--- src/rtl/core/rlb_pkg.sv ---
`timescale 1ns / 1ps
// ----------------------------------------------------------------------------
// rlb_pkg
// Shared types and constants of the RGB layer blend unit.
// ----------------------------------------------------------------------------
package rlb_pkg;

    localparam int PIX_W       = 8;
    localparam int PIPE_STAGES = 4;
    localparam int PROD_W      = 2 * PIX_W + 1;
    localparam int RECIP_W     = 17;
    localparam int RECIP_SHIFT = 24;

    localparam logic [PIX_W-1:0]   PIX_MAX    = 8'd255;
    localparam logic [PIX_W-1:0]   PIX_HALF   = 8'd127;
    // rounding bias of 127, plus one for the reciprocal divide
    localparam logic [PROD_W-1:0]  ROUND_BIAS = 17'd128;
    // floor(x / 255) == ((x + 1) * 65793) >> 24 for x + 1 < 2**24
    localparam logic [RECIP_W-1:0] RECIP_255  = 17'd65793;

    typedef enum logic [1:0] {
        MODE_MULTIPLY = 2'd0,
        MODE_SUBTRACT = 2'd1,
        MODE_SCREEN   = 2'd2,
        MODE_OVERLAY  = 2'd3
    } blend_mode_t;

    typedef struct packed {
        logic [PIPE_STAGES-1:0] en;
    } stage_ctrl_t;

endpackage

--- src/rtl/core/rlb_pipe_ctrl.sv ---
`timescale 1ns / 1ps
// ----------------------------------------------------------------------------
// rlb_pipe_ctrl
// Valid and last tracking for the blend pipeline, with per-stage load enables.
// ----------------------------------------------------------------------------
module rlb_pipe_ctrl (
    input  logic                 aclk,
    input  logic                 aresetn,
    input  logic                 in_valid,
    input  logic                 in_last,
    output logic                 in_ready,
    output logic                 out_valid,
    output logic                 out_last,
    input  logic                 out_ready,
    output rlb_pkg::stage_ctrl_t ctrl
);

    logic [rlb_pkg::PIPE_STAGES-1:0] valid_reg;
    logic [rlb_pkg::PIPE_STAGES-1:0] valid_next;
    logic [rlb_pkg::PIPE_STAGES-1:0] last_reg;
    logic [rlb_pkg::PIPE_STAGES:0]   ready;

    always_comb begin
        ready[rlb_pkg::PIPE_STAGES] = out_ready;
        for (int i = rlb_pkg::PIPE_STAGES - 1; i >= 0; i--) begin
            ready[i] = !valid_reg[i] || ready[i+1];
        end
    end

    always_comb begin
        ctrl.en[0]    = ready[0];
        valid_next[0] = ready[0] ? in_valid : valid_reg[0];
        for (int i = 1; i < rlb_pkg::PIPE_STAGES; i++) begin
            ctrl.en[i] = ready[i];
            if (ready[i]) begin
                valid_next[i] = valid_reg[i-1];
            end else begin
                valid_next[i] = valid_reg[i];
            end
        end
    end

    always_ff @(posedge aclk) begin
        if (!aresetn) begin
            valid_reg <= '0;
        end else begin
            valid_reg <= valid_next;
        end
    end

    always_ff @(posedge aclk) begin
        if (ready[0]) begin
            last_reg[0] <= in_last;
        end
        for (int i = 1; i < rlb_pkg::PIPE_STAGES; i++) begin
            if (ready[i]) begin
                last_reg[i] <= last_reg[i-1];
            end
        end
    end

    assign in_ready  = ready[0];
    assign out_valid = valid_reg[rlb_pkg::PIPE_STAGES-1];
    assign out_last  = last_reg[rlb_pkg::PIPE_STAGES-1];

endmodule

--- src/rtl/core/rlb_channel.sv ---
`timescale 1ns / 1ps
// ----------------------------------------------------------------------------
// rlb_channel
// Four-stage blend datapath for one color channel: operand select, product,
// reciprocal divide by 255, final select into the output register.
// ----------------------------------------------------------------------------
module rlb_channel (
    input  logic                       aclk,
    input  rlb_pkg::stage_ctrl_t       ctrl,
    input  rlb_pkg::blend_mode_t       mode,
    input  logic [rlb_pkg::PIX_W-1:0]  top,
    input  logic [rlb_pkg::PIX_W-1:0]  bottom,
    output logic [rlb_pkg::PIX_W-1:0]  result
);

    localparam int W  = rlb_pkg::PIX_W;
    localparam int PW = rlb_pkg::PROD_W;
    localparam int RW = PW + rlb_pkg::RECIP_W;

    // stage 0
    logic [W-1:0] x_next, y_next, sub_next;
    logic         dbl_next, inv_next, is_sub_next;
    logic [W-1:0] x_reg, y_reg, sub0_reg;
    logic         dbl_reg, inv0_reg, is_sub0_reg;

    // stage 1
    logic [2*W-1:0] prod;
    logic [PW-1:0]  scaled;
    logic [PW-1:0]  num_next, num_reg;
    logic [W-1:0]   sub1_reg;
    logic           inv1_reg, is_sub1_reg;

    // stage 2
    logic [RW-1:0]  recip;
    logic [W-1:0]   quot_next, quot_reg;
    logic [W-1:0]   sub2_reg;
    logic           inv2_reg, is_sub2_reg;

    // stage 3
    logic [W-1:0]   result_next, result_reg;

    always_comb begin
        x_next      = top;
        y_next      = bottom;
        dbl_next    = 1'b0;
        inv_next    = 1'b0;
        is_sub_next = 1'b0;
        sub_next    = (bottom > top) ? (bottom - top) : '0;
        unique case (mode)
            rlb_pkg::MODE_MULTIPLY: begin
            end
            rlb_pkg::MODE_SUBTRACT: begin
                is_sub_next = 1'b1;
            end
            rlb_pkg::MODE_SCREEN: begin
                x_next   = rlb_pkg::PIX_MAX - top;
                y_next   = rlb_pkg::PIX_MAX - bottom;
                inv_next = 1'b1;
            end
            rlb_pkg::MODE_OVERLAY: begin
                dbl_next = 1'b1;
                if (bottom > rlb_pkg::PIX_HALF) begin
                    x_next   = rlb_pkg::PIX_MAX - top;
                    y_next   = rlb_pkg::PIX_MAX - bottom;
                    inv_next = 1'b1;
                end
            end
            default: begin
            end
        endcase
    end

    always_ff @(posedge aclk) begin
        if (ctrl.en[0]) begin
            x_reg       <= x_next;
            y_reg       <= y_next;
            dbl_reg     <= dbl_next;
            inv0_reg    <= inv_next;
            is_sub0_reg <= is_sub_next;
            sub0_reg    <= sub_next;
        end
    end

    always_comb begin
        prod     = x_reg * y_reg;
        scaled   = dbl_reg ? {prod, 1'b0} : {1'b0, prod};
        num_next = scaled + rlb_pkg::ROUND_BIAS;
    end

    always_ff @(posedge aclk) begin
        if (ctrl.en[1]) begin
            num_reg     <= num_next;
            inv1_reg    <= inv0_reg;
            is_sub1_reg <= is_sub0_reg;
            sub1_reg    <= sub0_reg;
        end
    end

    always_comb begin
        recip     = num_reg * rlb_pkg::RECIP_255;
        quot_next = recip[rlb_pkg::RECIP_SHIFT +: W];
    end

    always_ff @(posedge aclk) begin
        if (ctrl.en[2]) begin
            quot_reg    <= quot_next;
            inv2_reg    <= inv1_reg;
            is_sub2_reg <= is_sub1_reg;
            sub2_reg    <= sub1_reg;
        end
    end

    always_comb begin
        if (is_sub2_reg) begin
            result_next = sub2_reg;
        end else if (inv2_reg) begin
            result_next = rlb_pkg::PIX_MAX - quot_reg;
        end else begin
            result_next = quot_reg;
        end
    end

    always_ff @(posedge aclk) begin
        if (ctrl.en[3]) begin
            result_reg <= result_next;
        end
    end

    assign result = result_reg;

endmodule

--- src/rtl/core/rgb_layer_blend_unit_core.sv ---
`timescale 1ns / 1ps
// ----------------------------------------------------------------------------
// rgb_layer_blend_unit_core
// Per-pixel blend of a top and a bottom RGB layer: multiply, subtract,
// screen or overlay, each channel on its own.
// ----------------------------------------------------------------------------
// Pipeline: operand select, product, reciprocal divide and final select registers
//   lie between an input transaction and m_axis_tvalid.
// Throughput: one pixel per cycle while m_axis_tready is high; each channel has one product
//   multiplier and one reciprocal multiplier, each in its own stage.
// Reset: aresetn clears the pipeline valid bits; data registers are not reset.
module rgb_layer_blend_unit_core (
    input  logic        aclk,
    input  logic        aresetn,
    input  logic        s_axis_tvalid,
    output logic        s_axis_tready,
    // top_red, top_green, top_blue, bottom_red, bottom_green, bottom_blue
    input  logic [47:0] s_axis_tdata,
    // func
    input  logic [1:0]  s_axis_tuser,
    input  logic        s_axis_tlast,
    output logic        m_axis_tvalid,
    input  logic        m_axis_tready,
    // out_red, out_green, out_blue
    output logic [23:0] m_axis_tdata,
    output logic        m_axis_tlast
);

    localparam int W = rlb_pkg::PIX_W;

    rlb_pkg::stage_ctrl_t ctrl;
    rlb_pkg::blend_mode_t mode;

    assign mode = rlb_pkg::blend_mode_t'(s_axis_tuser);

    rlb_pipe_ctrl u_ctrl (
        .aclk      (aclk),
        .aresetn   (aresetn),
        .in_valid  (s_axis_tvalid),
        .in_last   (s_axis_tlast),
        .in_ready  (s_axis_tready),
        .out_valid (m_axis_tvalid),
        .out_last  (m_axis_tlast),
        .out_ready (m_axis_tready),
        .ctrl      (ctrl)
    );

    rlb_channel u_red (
        .aclk   (aclk),
        .ctrl   (ctrl),
        .mode   (mode),
        .top    (s_axis_tdata[0*W +: W]),
        .bottom (s_axis_tdata[3*W +: W]),
        .result (m_axis_tdata[0*W +: W])
    );

    rlb_channel u_green (
        .aclk   (aclk),
        .ctrl   (ctrl),
        .mode   (mode),
        .top    (s_axis_tdata[1*W +: W]),
        .bottom (s_axis_tdata[4*W +: W]),
        .result (m_axis_tdata[1*W +: W])
    );

    rlb_channel u_blue (
        .aclk   (aclk),
        .ctrl   (ctrl),
        .mode   (mode),
        .top    (s_axis_tdata[2*W +: W]),
        .bottom (s_axis_tdata[5*W +: W]),
        .result (m_axis_tdata[2*W +: W])
    );

    a_ready_chain: assert property (@(posedge aclk) disable iff (!aresetn)
        m_axis_tready |-> s_axis_tready)
        else $error("input stalled while output side is ready");

    a_latency: assert property (@(posedge aclk) disable iff (!aresetn)
        (s_axis_tvalid && s_axis_tready) ##1 m_axis_tready ##1 m_axis_tready
        ##1 m_axis_tready |=> m_axis_tvalid)
        else $error("pixel did not reach output within pipeline latency");

    a_stage_enable: assert property (@(posedge aclk) disable iff (!aresetn)
        m_axis_tready |-> (ctrl.en == '1))
        else $error("stage held while output side is ready");

endmodule
--- config.mk ---
export PLATFORM = sky130hd
export DESIGN_NAME = rgb_layer_blend_unit_core
export DESIGN_NICKNAME = d
export VERILOG_FILES = /design/src/rtl/core/rlb_pkg.sv /design/src/rtl/core/rlb_pipe_ctrl.sv /design/src/rtl/core/rlb_channel.sv /design/src/rtl/core/rgb_layer_blend_unit_core.sv
export SDC_FILE = /design/constraint.sdc
export NUM_CORES = 1
export LEC_CHECK = 0
export BUFFER_PORTS_ARGS = -buffer_cell sky130_fd_sc_hd__buf_2
export CAP_MARGIN = 20
export CORE_MARGIN = 5
export CORE_UTILIZATION = 40
export CTS_BUF_LIST = sky130_fd_sc_hd__clkbuf_4 sky130_fd_sc_hd__clkbuf_8
export DETAILED_ROUTE_END_ITERATION = 8
export PLACE_DENSITY = 0.54
export SETUP_SLACK_MARGIN = 0.2
export SLEW_MARGIN = 40
export SYNTH_ARGS = -nofsm -noshare
export SYNTH_HDL_FRONTEND = slang
export SYNTH_SLANG_ARGS = --single-unit
--- constraint.sdc ---
create_clock -name aclk -period 7.8 [get_ports aclk]
set_clock_uncertainty 0.15 [all_clocks]
set_input_delay 0.78 -clock aclk [delete_from_list [all_inputs] [get_ports aclk]]
set_output_delay 0.78 -clock aclk [all_outputs]
set_load 0.03 [all_outputs]
======== Yosys cells after proc, flatten, opt, wreduce, memory -nomap -nowiden ========
Index checks and enable logic that the tools add are counted.
operators by class
  add/sub/neg operators ................... 15
  mux-type cells .......................... 29
  magnitude comparators ................... 6
  $mul .................................... 6
  eq/ne operators ......................... 3
  reduce and logical (&&, ||, !) cells .... 8
operator list
  cell                                                                              count
  17-bit by 17-bit multiplier with 32-bit output (second input constant)            3
  8-bit two-way mux                                                                 12
  8-bit one-hot mux with 2 select lines                                             6
  8-bit subtractor (first input constant)                                           9
  17-bit by 8-bit adder with 17-bit output (second input constant)                  3
  17-bit two-way mux                                                                3
  8-bit by 8-bit multiplier with 16-bit output                                      3
  8-bit by 7-bit greater-than comparator with 1-bit output (second input constant)  3
  8-bit greater-than comparator                                                     3
  8-bit subtractor                                                                  3
  1-bit one-hot mux with 2 select lines                                             3
  1-bit two-way mux                                                                 5
  2-bit equality test (second input constant)                                       2
  1-bit zero test                                                                   4
  1-bit logical OR                                                                  4
  2-bit by 1-bit equality test with 1-bit output (second input constant)            1
word-level totals
  register bits ........................... 240
  output and inout port bits .............. 27
  input port bits ......................... 55
  word-level logic and storage cells ...... 112

======== Depth between registers and ports, before layout ========
Gate-level depths: netlist of run 1.
  depth after elaboration ................. 5
  gate-level depth with buffers ........... 22
  mapped depth without buffers ............ 21

======== Hierarchy ========
Synthesis of run 1 repeated with hierarchy kept, for this count alone.
unflattened totals
  cell total of the unflattened synthesis .. 1994
  area total of the unflattened synthesis .. 21396.8 um^2
by module, submodules not included
  module                  area an instance (um^2)  seq. area each (um^2)  times used  cells each
  rlb_channel at u_green  7134.3                   2402.3                 1           674
  rlb_channel at u_red    7025.5                   2402.3                 1           655
  rlb_channel at u_blue   6945.4                   2402.3                 1           643
  rlb_pipe_ctrl           291.5                    200.2                  1           22

======== Worst setup path after synthesis of run 1 ========
No wires, ideal clock.
  path type ............................... register to register
  start point ............................. reg u_blue.x_reg[0]
  end point ............................... reg u_blue.num_reg[15] (data pin)
  slack ................................... 2.342 ns
  period minus slack after synthesis ...... 5.458 ns
  arrival ................................. 5.132 ns
  path buffers ............................ 0
  cell stages (with the launch flop) ...... 21
  data required time ...................... 7.474 ns
  cells stage by stage .................... edfxtp_1 nand2_1 fa_1 fa_1 inv_1 fa_1 inv_1 fa_1 inv_1 ha_1 and2_1 a311o_1 o21ai_1 nand3_1 o21ai_0 ha_1 nand3b_1 nor3_1 nand4_1 o211a_1 nor4_1
between the ends
  word-level cells in the longest chain between the ends .. 3
ends and longest elaborated chain
  element                                       RTL line           source
  start, declared                               rlb_channel.sv:23  logic [W-1:0] x_reg, y_reg, sub0_reg;
  start signal, assigned                        rlb_channel.sv:75  x_reg <= x_next;
  8-bit by 8-bit multiplier with 16-bit output  rlb_channel.sv:85  prod = x_reg * y_reg;
  17-bit two-way mux                            rlb_channel.sv:86  scaled = dbl_reg ? {prod, 1'b0} : {1'b0, prod};
  17-bit by 8-bit adder with 17-bit output      rlb_channel.sv:87  num_next = scaled + rlb_pkg::ROUND_BIAS;
  net u_blue.num_next[15]                       rlb_channel.sv:29  logic [PW-1:0] num_next, num_reg;
  end signal, assigned                          rlb_channel.sv:92  num_reg <= num_next;
  end, declared                                 rlb_channel.sv:29
The timed path passes the listed nets, and every way through them passes these cells.
A chain may end at the register's enable or synchronous reset.

======== Worst setup path in the final report of run 1 ========
Same ends and word-level chain as after synthesis.

==> results of run 1 <==
-- through the flow --
stage | cell area, µm² | hold WS, ns | std cells
2_1_floorplan | 21000 | 0.250 | 1994
3_3_place_gp | 22200 | 0.251 | 2743
3_5_place_dp | 22200 | 0.255 | 2743
4_1_cts | 23100 | 0.175 | 2821
5_1_grt | 23100 | 0.190 | 2822
6_report | 23100 | 0.231 | 2824
-- Yosys cell counts, types with 6 or more instances --
library cell and instances:
a21boi_0 18, nor2b_1 26, nor3_1 48, o21a_1 20
and2_1 158, or3_1 14, nor4_1 9, xnor2_1 101
edfxtp_1 236, nor2_1 63, inv_1 284, o211ai_1 8
ha_1 289, a21oi_1 46, and3_1 11, nand3_1 32
a211oi_1 12, clkbuf_1 19, nand2b_1 10, nor3b_1 6
o21ai_1 9, a31oi_1 9, nand4_1 20, mux2_2 6
nand2_1 143, a211o_1 8, fa_1 126, xor2_1 26
o21ai_0 89, a21o_1 17, o22ai_1 7
-- kinds of logic (layout without fill, tap and decap cells) --
family,after synthesis,count (layout)
multiplexers,11,11
buffers and inverters,312,451
AO/OA/AOI/OAI,317,317
flip-flops,240,240
AND/OR/NAND/NOR,572,572
other,0,3
adder cells (fa/ha/maj),415,415
XOR/XNOR,127,127
-- routing by layer --
metal | part of all wire | global-route usage | vias up
li1 | - | - | 7156
met1 | 0.53 | 0.242 | 6650
met2 | 0.41 | 0.229 | 214
met3 | 0.042 | 0.0254 | 43
met4 | 0.015 | 0.0370 | 0
met5 | 0 | 0 | -
-- worst paths after layout --
path	start	end	slack (ns)
max reg2reg	u_blue.x_reg[0]	u_blue.num_reg[15]	1.78
min	s_axis_tlast	u_ctrl.last_reg[0]	0.23
max	u_blue.x_reg[0]	u_blue.num_reg[15]	1.78
min reg2reg	u_blue.sub1_reg[0]	u_blue.sub2_reg[0]	0.25
-- cells in the final DEF (no fill, tap or decap), types with 5 or more instances in the layout --
cell,synthesis,routed
ha_1,289,289
inv_1,284,282
edfxtp_1,236,236
and2_1,158,158
nand2_1,143,141
fa_1,126,126
xnor2_1,101,101
o21ai_0,89,89
buf_2,2,81
nor2_1,63,63
nor3_1,48,48
a21oi_1,46,46
clkbuf_8,2,42
nand3_1,32,32
nor2b_1,26,26
xor2_1,26,26
o21a_1,20,20
nand4_1,20,20
a21boi_0,18,18
a21o_1,17,17
or3_1,14,14
clkinv_2,0,13
a211oi_1,12,12
and3_1,11,11
nand2b_1,10,10
clkinv_1,1,10
a31oi_1,9,9
nor4_1,9,9
a211o_1,8,8
o211ai_1,8,8
o21ai_1,9,7
o22ai_1,7,7
clkbuf_4,0,7
nor3b_1,6,6
mux2_2,6,6
buf_4,0,6
or2_2,5,5
mux2i_1,5,5
-- layout make-up --
type                       instances  area (µm²)  area share
inverter                         286        1090      0.0472
tap                              688         861      0.0373
timing repair buffer              87         450      0.0195
clock inverter                    29         198     0.00857
antenna                            3        7.51    0.000326
clock buffer                      49         631      0.0273
sequential                       240        7170       0.311
multi-input combinational       1442       12700       0.549
==> results.json, run 1 <==
{
  "syn_area_um2": 21000,
  "place_congestion": 0.848,
  "tritoncts": "yes",
  "hold_violations": 0,
  "fin_crit_ns": 6.02,
  "io_buffers": 81,
  "dieArea_um2": 57200,
  "cts_buffers": 42,
  "clockBufferDepth": 3,
  "ys_top_cells_by_area": "edfxtp_1, ha_1, fa_1",
  "grt_use_total": 0.156,
  "drtIter0Drc": 577,
  "ys.flop_type": "edfxtp_1",
  "worst_pin_slew_ns": 0.831,
  "synth_seq_area_share": 0.341,
  "drcViolationCount": 0,
  "fin_ws_ns": 1.78,
  "gr-total-overflow": 0,
  "wl_per_cell_um": 15.6,
  "synth_top_family_by_area": "adder cells",
  "synth_edf_count": 236,
  "firstDrtPassIters": 5,
  "synth_xor_area_frac": 0.0529,
  "initial_core_util": 0.402,
  "synth_fa_ha_area_frac": 0.292,
  "antenna_found_initial": 2,
  "cts.sinks": 240,
  "status": "finished clean",
  "place_hpwl_mm": 35.9,
  "yosys.area.top_type_share": 0.337,
  "reg2reg_depth": 20,
  "crit_path_frequent_cell": "fa_1",
  "rows": 84,
  "synth_compound_area_frac": 0.105,
  "vias": 14100,
  "setup_viol_count_final": 0,
  "h-tree-depth": 2,
  "hold_depth": 1,
  "clk_pin_slew_ns": 0.06,
  "vias_per_cell": 4.98,
  "synth_nets": 2464,
  "syn_area_per_cell_um2": 10.5,
  "post_cts_buffers": 0,
  "die_w_um": 239,
  "cp_data_required_time_ns": 8.04,
  "areaGrowthSynthToFinish_pct": 9.70,
  "hold_buffers": 0,
  "slowest_delay_ns": 0.55,
  "fin_nets": 2569,
  "pre_cts_ws_ns": 1.83,
  "ys_warn_count": 0,
  "cp_slowest_cell": "fa_1",
  "pin_count": 82,
  "synthSimpleGateAreaFrac": 0.145,
  "slew_headroom": 0.442,
  "async_reset_ff_frac": 0,
  "ys_ff_latch": 240,
  "grt_first_pass_wirelength_mm": 73.5,
  "finalWirelength_mm": 44.1,
  "grt_pass1_vias": 14400,
  "path_buf_inv": 3,
  "ys_types": 91,
  "cp.arrival_ns": 6.26,
  "n_fill_cell": 5038,
  "setup_tns_ns": 0,
  "worstSetupPathType": "flip-flop to flip-flop",
  "finalMaxSlewViolations": 0,
  "crit_fanout": 9,
  "hold_class": "input pin to flip-flop",
  "ctsResizeCount": 0,
  "insertion_delay_ns": 0.60,
  "max_cap_viol_count": 0,
  "rsz0062_at_grt": "no",
  "core_area_um2": 52300,
  "synth_top_cell_by_area": "edfxtp_1",
  "drive_gt1_frac": 0.0956,
  "synthMuxAreaShare": 0.00560,
  "path_cells": "nand2_1 -> fa_1 -> fa_1 -> inv_1 -> fa_1 -> inv_1 -> fa_1 -> inv_1 -> ha_1 -> and2_1 -> a311o_1 -> o21ai_1 -> nand3_1 -> o21ai_0 -> ha_1 -> nand3b_1 -> nor3_1 -> nand4_1 -> o211a_1 -> nor4_1",
  "dieHeight_um": 239,
  "ant_nets": 0,
  "syn-instance-count": 1994,
  "period_share": 0.771,
  "path_depth": 20,
  "postLayoutCoreUtil": 0.441,
  "clock-root-buffer": "clkbuf_8",
  "grt_max_degree": 67,
  "end_kind": "flip-flop",
  "critPathTopFamily": "adder cells",
  "setup.worst_path.start_class": "flip-flop",
  "fmaxAchievable_ghz": 0.166
}
Power of run 1 is not shown: default switching activity piles up to over one toggle a cycle in this logic, so the estimate is an artifact.
==> run 2: changes to the inputs <==
ABC_AREA = 1   (was unset)
PLACE_DENSITY = 0.56   (was 0.54)
clock period = 5 ns   (was 7.8 ns; I/O delays follow)
==> results.json, run 2 <==
{
  "crit_fanout": 5,
  "initial_core_util": 0.402,
  "place_hpwl_mm": 41.3,
  "ant_nets": 0,
  "h-tree-depth": 2,
  "max_cap_viol_count": 0,
  "fin_nets": 3247,
  "worst_pin_slew_ns": 0.837,
  "cts.sinks": 240,
  "hold_class": "input pin to flip-flop",
  "yosysMostFrequentCell": "nand2_1",
  "status": "finished clean",
  "dieHeight_um": 245,
  "rsz0062_at_grt": "yes",
  "final_cell_mix": "inv_1, nand2_1, ha_1",
  "finalWirelength_mm": 52.2,
  "grt_use_total": 0.171,
  "hold_violations": 0,
  "io_buffers": 81,
  "ys.flop_type": "edfxtp_1",
  "async_reset_ff_frac": 0,
  "synth_nets": 3064,
  "cts_buffers": 42,
  "clockBufferDepth": 3,
  "setup_tns_ns": 0,
  "synth_top_cell_by_area": "edfxtp_1",
  "gr-total-overflow": 0,
  "core_area_um2": 55000,
  "dieArea_um2": 60100,
  "antenna_found_initial": 3,
  "ys_types": 50,
  "die_w_um": 245,
  "place_congestion": 0.880,
  "grt_max_degree": 64,
  "rows": 86,
  "hold_slack_ns": 0.0494,
  "yosys.area.top_type_share": 0.320,
  "ys_top_cells_by_area": "edfxtp_1, ha_1, fa_1",
  "drtIter0Drc": 997,
  "clock-root-buffer": "clkbuf_8",
  "syn_area_um2": 22100,
  "areaGrowthSynthToFinish_pct": 18.1,
  "setup_viol_count_final": 0,
  "tritoncts": "yes",
  "syn_area_per_cell_um2": 8.53,
  "slew_headroom": 0.438,
  "insertion_delay_ns": 0.63,
  "end_kind": "flip-flop",
  "fmaxAchievable_ghz": 0.207,
  "pin_count": 82,
  "grt_first_pass_wirelength_mm": 84.9,
  "synth_edf_count": 236,
  "synth_seq_area_share": 0.324,
  "cp.arrival_ns": 5.02,
  "period_share": 0.967,
  "yosys-top-cells-count": "nand2_1, inv_1, ha_1",
  "syn-instance-count": 2594,
  "finalMaxSlewViolations": 0,
  "vias_per_cell": 4.80,
  "grt_pass1_vias": 17100,
  "fin_crit_ns": 4.83,
  "wl_per_cell_um": 14.7,
  "drive_gt1_frac": 0.202,
  "vias": 17100,
  "ys_warn_count": 0,
  "worstSetupPathType": "flip-flop to flip-flop",
  "clk_pin_slew_ns": 0.06,
  "firstDrtPassIters": 5,
  "setup.worst_path.start_class": "flip-flop",
  "drcViolationCount": 0,
  "cp_data_required_time_ns": 5.18,
  "layout_commonest_cell": "inv_1",
  "ys_ff_latch": 240
}
[run 2: cell count changes after synthesis, sizes merged, moves of 37 or more]
| cell | previous run | this run |
|---|---|---|
| nand2 | 143 | 624 |
| inv | 284 | 560 |
| and2 | 158 | 1 |
| nand3 | 32 | 143 |
| nor2 | 63 | 128 |
| xnor2 | 101 | 37 |
| xor2 | 26 | 88 |
| clkbuf | 21 | 58 |
| nor3 | 48 | 11 |
[run 2: cell type report]
class                   instances  area [µm²]
diodes                          1        2.50
clock buffers                  59         712
clock inverters                16        86.3
fillers                      5246       28900
inverters                     560        2100
multi-input cells            1723       13700
flip-flops and latches        240        7170
well taps                     748         936
repair buffers                210        1430
[run 2: path summary, 6_finish.rpt]
| path | from | end | slack (ns) | cells after the start |
|---|---|---|---|---|
| min reg2reg | u_red.sub1_reg[2] | u_red.sub2_reg[2] | 0.26 | 0 |
| min | s_axis_tdata[21] | u_blue.x_reg[5] | 0.05 | 2 |
| max | u_green.y_reg[3] | u_green.num_reg[15] | 0.17 | 20 |
| max reg2reg | u_green.y_reg[3] | u_green.num_reg[15] | 0.17 | 20 |
[run 2: stage by stage]
step,setup WS [ns],cell area [µm²],util,std cells
floorplan,0.278,22100,-,2594
global placement,0.0840,23400,0.425,3378
detailed placement,-0.0357,23400,0.425,3378
CTS,0.153,24900,0.453,3510
global route,-0.0135,26100,0.475,3557
finish,0.166,26100,0.475,3557
[run 2: critical path, stage by stage (launching register included)]
cell,delay (ns)
edfxtp_1,0.53
buf_6,0.18
nand2_1,0.07
inv_2,0.04
fa_2,0.35
fa_1,0.53
inv_1,0.05
fa_1,0.47
fa_1,0.56
inv_2,0.05
ha_4,0.29
nor2_1,0.06
a21oi_2,0.18
xor2_2,0.20
inv_2,0.06
o21ai_4,0.17
ha_4,0.15
nand2_1,0.08
nor2_4,0.13
nand3_2,0.08
xor2_1,0.15
[run 2: routing by layer]
layer  up-vias  share of wire  GRT usage
met3        78          0.048     0.0308
met1      8020           0.48      0.247
li1       8617              -          -
met5         -              0          0
met4         0          0.024     0.0446
met2       352           0.45      0.268
[run 2: what timing repair did]
item	in CTS	in global routing
hold buffers	4	0
pin swaps	27	145
setup endpoints to repair	17	22
buffers inserted	53	46
gates resized for setup	52	256
endpoints found under the hold margin	4	0
[run 2: cell families (layout without fill, tap and decap cells)]
kind of cell	count (synthesis)	after routing	synth area share
flip-flops	240	240	0.324
adder cells (fa/ha/maj)	415	415	0.277
buffers and inverters	631	845	0.109
multiplexers	1	1	0.000452
XOR/XNOR	125	125	0.0495
other	0	1	0
AO/OA/AOI/OAI	219	219	0.0556
AND/OR/NAND/NOR	963	963	0.184
Power of run 2 is left out for the same reason.
==> run 3: changes to the inputs <==
CORE_UTILIZATION = 50   (was 40)
PLACE_DENSITY = 0.67   (was 0.56)
==> results.json, run 3 (same netlist as run 2, synthesis figures left out) <==
{
  "status": "finished clean",
  "fin_nets": 3245,
  "drcViolationCount": 0,
  "grt_max_degree": 64,
  "worstSetupPathType": "flip-flop to flip-flop",
  "insertion_delay_ns": 0.60,
  "postLayoutCoreUtil": 0.589,
  "firstDrtPassIters": 5,
  "final_cell_mix": "inv_1, nand2_1, ha_1",
  "multi_input_area_um2": 13700,
  "cp.arrival_ns": 4.92,
  "end_kind": "flip-flop",
  "initial_core_util": 0.503,
  "startpoint": "u_blue.x_reg[2]",
  "r2r-start": "u_blue.x_reg[2]",
  "cts.sinks": 240,
  "pin_count": 82,
  "dieHeight_um": 220,
  "register_area_um2": 7170,
  "areaGrowthSynthToFinish_pct": 17.2,
  "tritoncts": "yes",
  "setup_tns_ns": 0,
  "place_hpwl_mm": 38.8,
  "drtIter0Drc": 1245,
  "worst_pin_slew_ns": 0.910,
  "fmaxAchievable_ghz": 0.212,
  "finalWirelength_mm": 49.9,
  "core_area_um2": 44000,
  "clk_pin_slew_ns": 0.06,
  "dieArea_um2": 48600,
  "hold_violations": 0,
  "slew_headroom": 0.389,
  "cts_buffers": 42,
  "place_congestion": 0.937,
  "ant_nets": 0,
  "r2r_end": "u_blue.num_reg[14]",
  "drive_gt1_frac": 0.202,
  "gr-total-overflow": 0,
  "antenna_found_initial": 3,
  "io_buffers": 81,
  "setup_viol_count_final": 0,
  "max_cap_viol_count": 0,
  "cp_data_required_time_ns": 5.19,
  "clockBufferDepth": 3,
  "crit_fanout": 7,
  "crit_path_end": "u_blue.num_reg[14]",
  "rows": 77,
  "period_share": 0.945,
  "grt_first_pass_wirelength_mm": 80.3,
  "vias": 17100,
  "r2r_slack_ns": 0.27,
  "setup.worst_path.start_class": "flip-flop",
  "rsz0062_at_grt": "yes",
  "grt_pass1_vias": 16700,
  "layout_commonest_cell": "inv_1",
  "reg2reg_depth": 23,
  "clock-root-buffer": "clkbuf_8",
  "die_w_um": 220,
  "fin_crit_ns": 4.73,
  "finalMaxSlewViolations": 0,
  "hold_class": "input pin to flip-flop",
  "n_fill_cell": 3837,
  "grt_use_total": 0.201,
  "h-tree-depth": 2,
  "wl_per_cell_um": 14.7,
  "vias_per_cell": 5.03
}
-- run 3: cell types whose count changed in the layout (fill, tap and decap cells not counted), moves of 3 or more --
cell	previous run	this run
clkbuf_4	16	10
inv_6	0	3
clkinv_1	8	11
nor2_2	14	17
nand2_2	94	97
nor2_1	93	90
inv_2	39	33
inv_4	0	5
-- run 3: per-stage QoR --
step / cell area [µm²] / setup WS (ns) / hold slack [ns] / instances
finish: 25900 / 0.274 / 0.0746 / 3400
global route: 25900 / 0.0794 / 0.0453 / 3399
CTS: 24400 / 0.182 / 0.0398 / 3336
detailed placement: 23200 / 0.0321 / 0.255 / 3219
global placement: 23200 / 0.112 / 0.251 / 3219
floorplan: 22100 / 0.278 / 0.250 / 2594
-- run 3: worst min path at each step --
| stage | slack [ns] | cells past startpoint | start | endpoint |
|---|---|---|---|---|
| detailed placement | 0.25 | 0 | u_green.sub0_reg[1] | u_green.sub1_reg[1] |
| finish | 0.07 | 2 | s_axis_tdata[7] | u_red.x_reg[7] |
| global placement | 0.25 | 0 | u_blue.sub1_reg[0] | u_blue.sub2_reg[0] |
| CTS | 0.04 | 2 | s_axis_tdata[7] | u_red.x_reg[7] |
| global route | 0.05 | 2 | s_axis_tdata[30] | u_red.y_reg[6] |
| floorplan | 0.25 | 0 | u_blue.inv0_reg | u_blue.inv1_reg |
-- run 3: worst max-delay path: stages (launching register included) --
cell	delay, ns
edfxtp_1	0.50
buf_4	0.18
nand2_1	0.05
inv_1	0.05
fa_1	0.51
fa_2	0.45
fa_1	0.49
inv_1	0.05
fa_1	0.54
inv_2	0.05
ha_4	0.24
nand2_1	0.08
nand2_2	0.06
nand2_1	0.08
nand2_2	0.07
inv_2	0.07
nand2_1	0.06
nand2_2	0.09
nand3_2	0.07
nand2_2	0.14
nand2_2	0.07
nor2_4	0.13
nand3_1	0.12
xor2_1	0.17
-- run 3: timing repair --
action / 4_1_cts / 5_1_grt
resized for setup: 27 / 288
endpoints found under the setup margin: 16 / 19
hold buffers: 3 / 0
endpoints found under the hold margin: 3 / 0
pin swaps: 13 / 169
setup buffers: 38 / 63
-- run 3: metal layers --
| metal | part of all wire | GRT usage |
|---|---|---|
| met5 | 0 | 0 |
| met3 | 0.056 | 0.0316 |
| met4 | 0.019 | 0.0447 |
| met2 | 0.45 | 0.319 |
| met1 | 0.47 | 0.295 |
-- run 3: area by class of cell --
type	instances	area share
Antenna cell	1	0.0000965
Clock buffer	52	0.0252
Clock inverter	24	0.00536
Inverter	560	0.0815
Multi-Input combinational cell	1723	0.529
Sequential cell	240	0.276
Tap cell	592	0.0286
Timing Repair Buffer	208	0.0543
Power of run 3 is left out for the same reason.
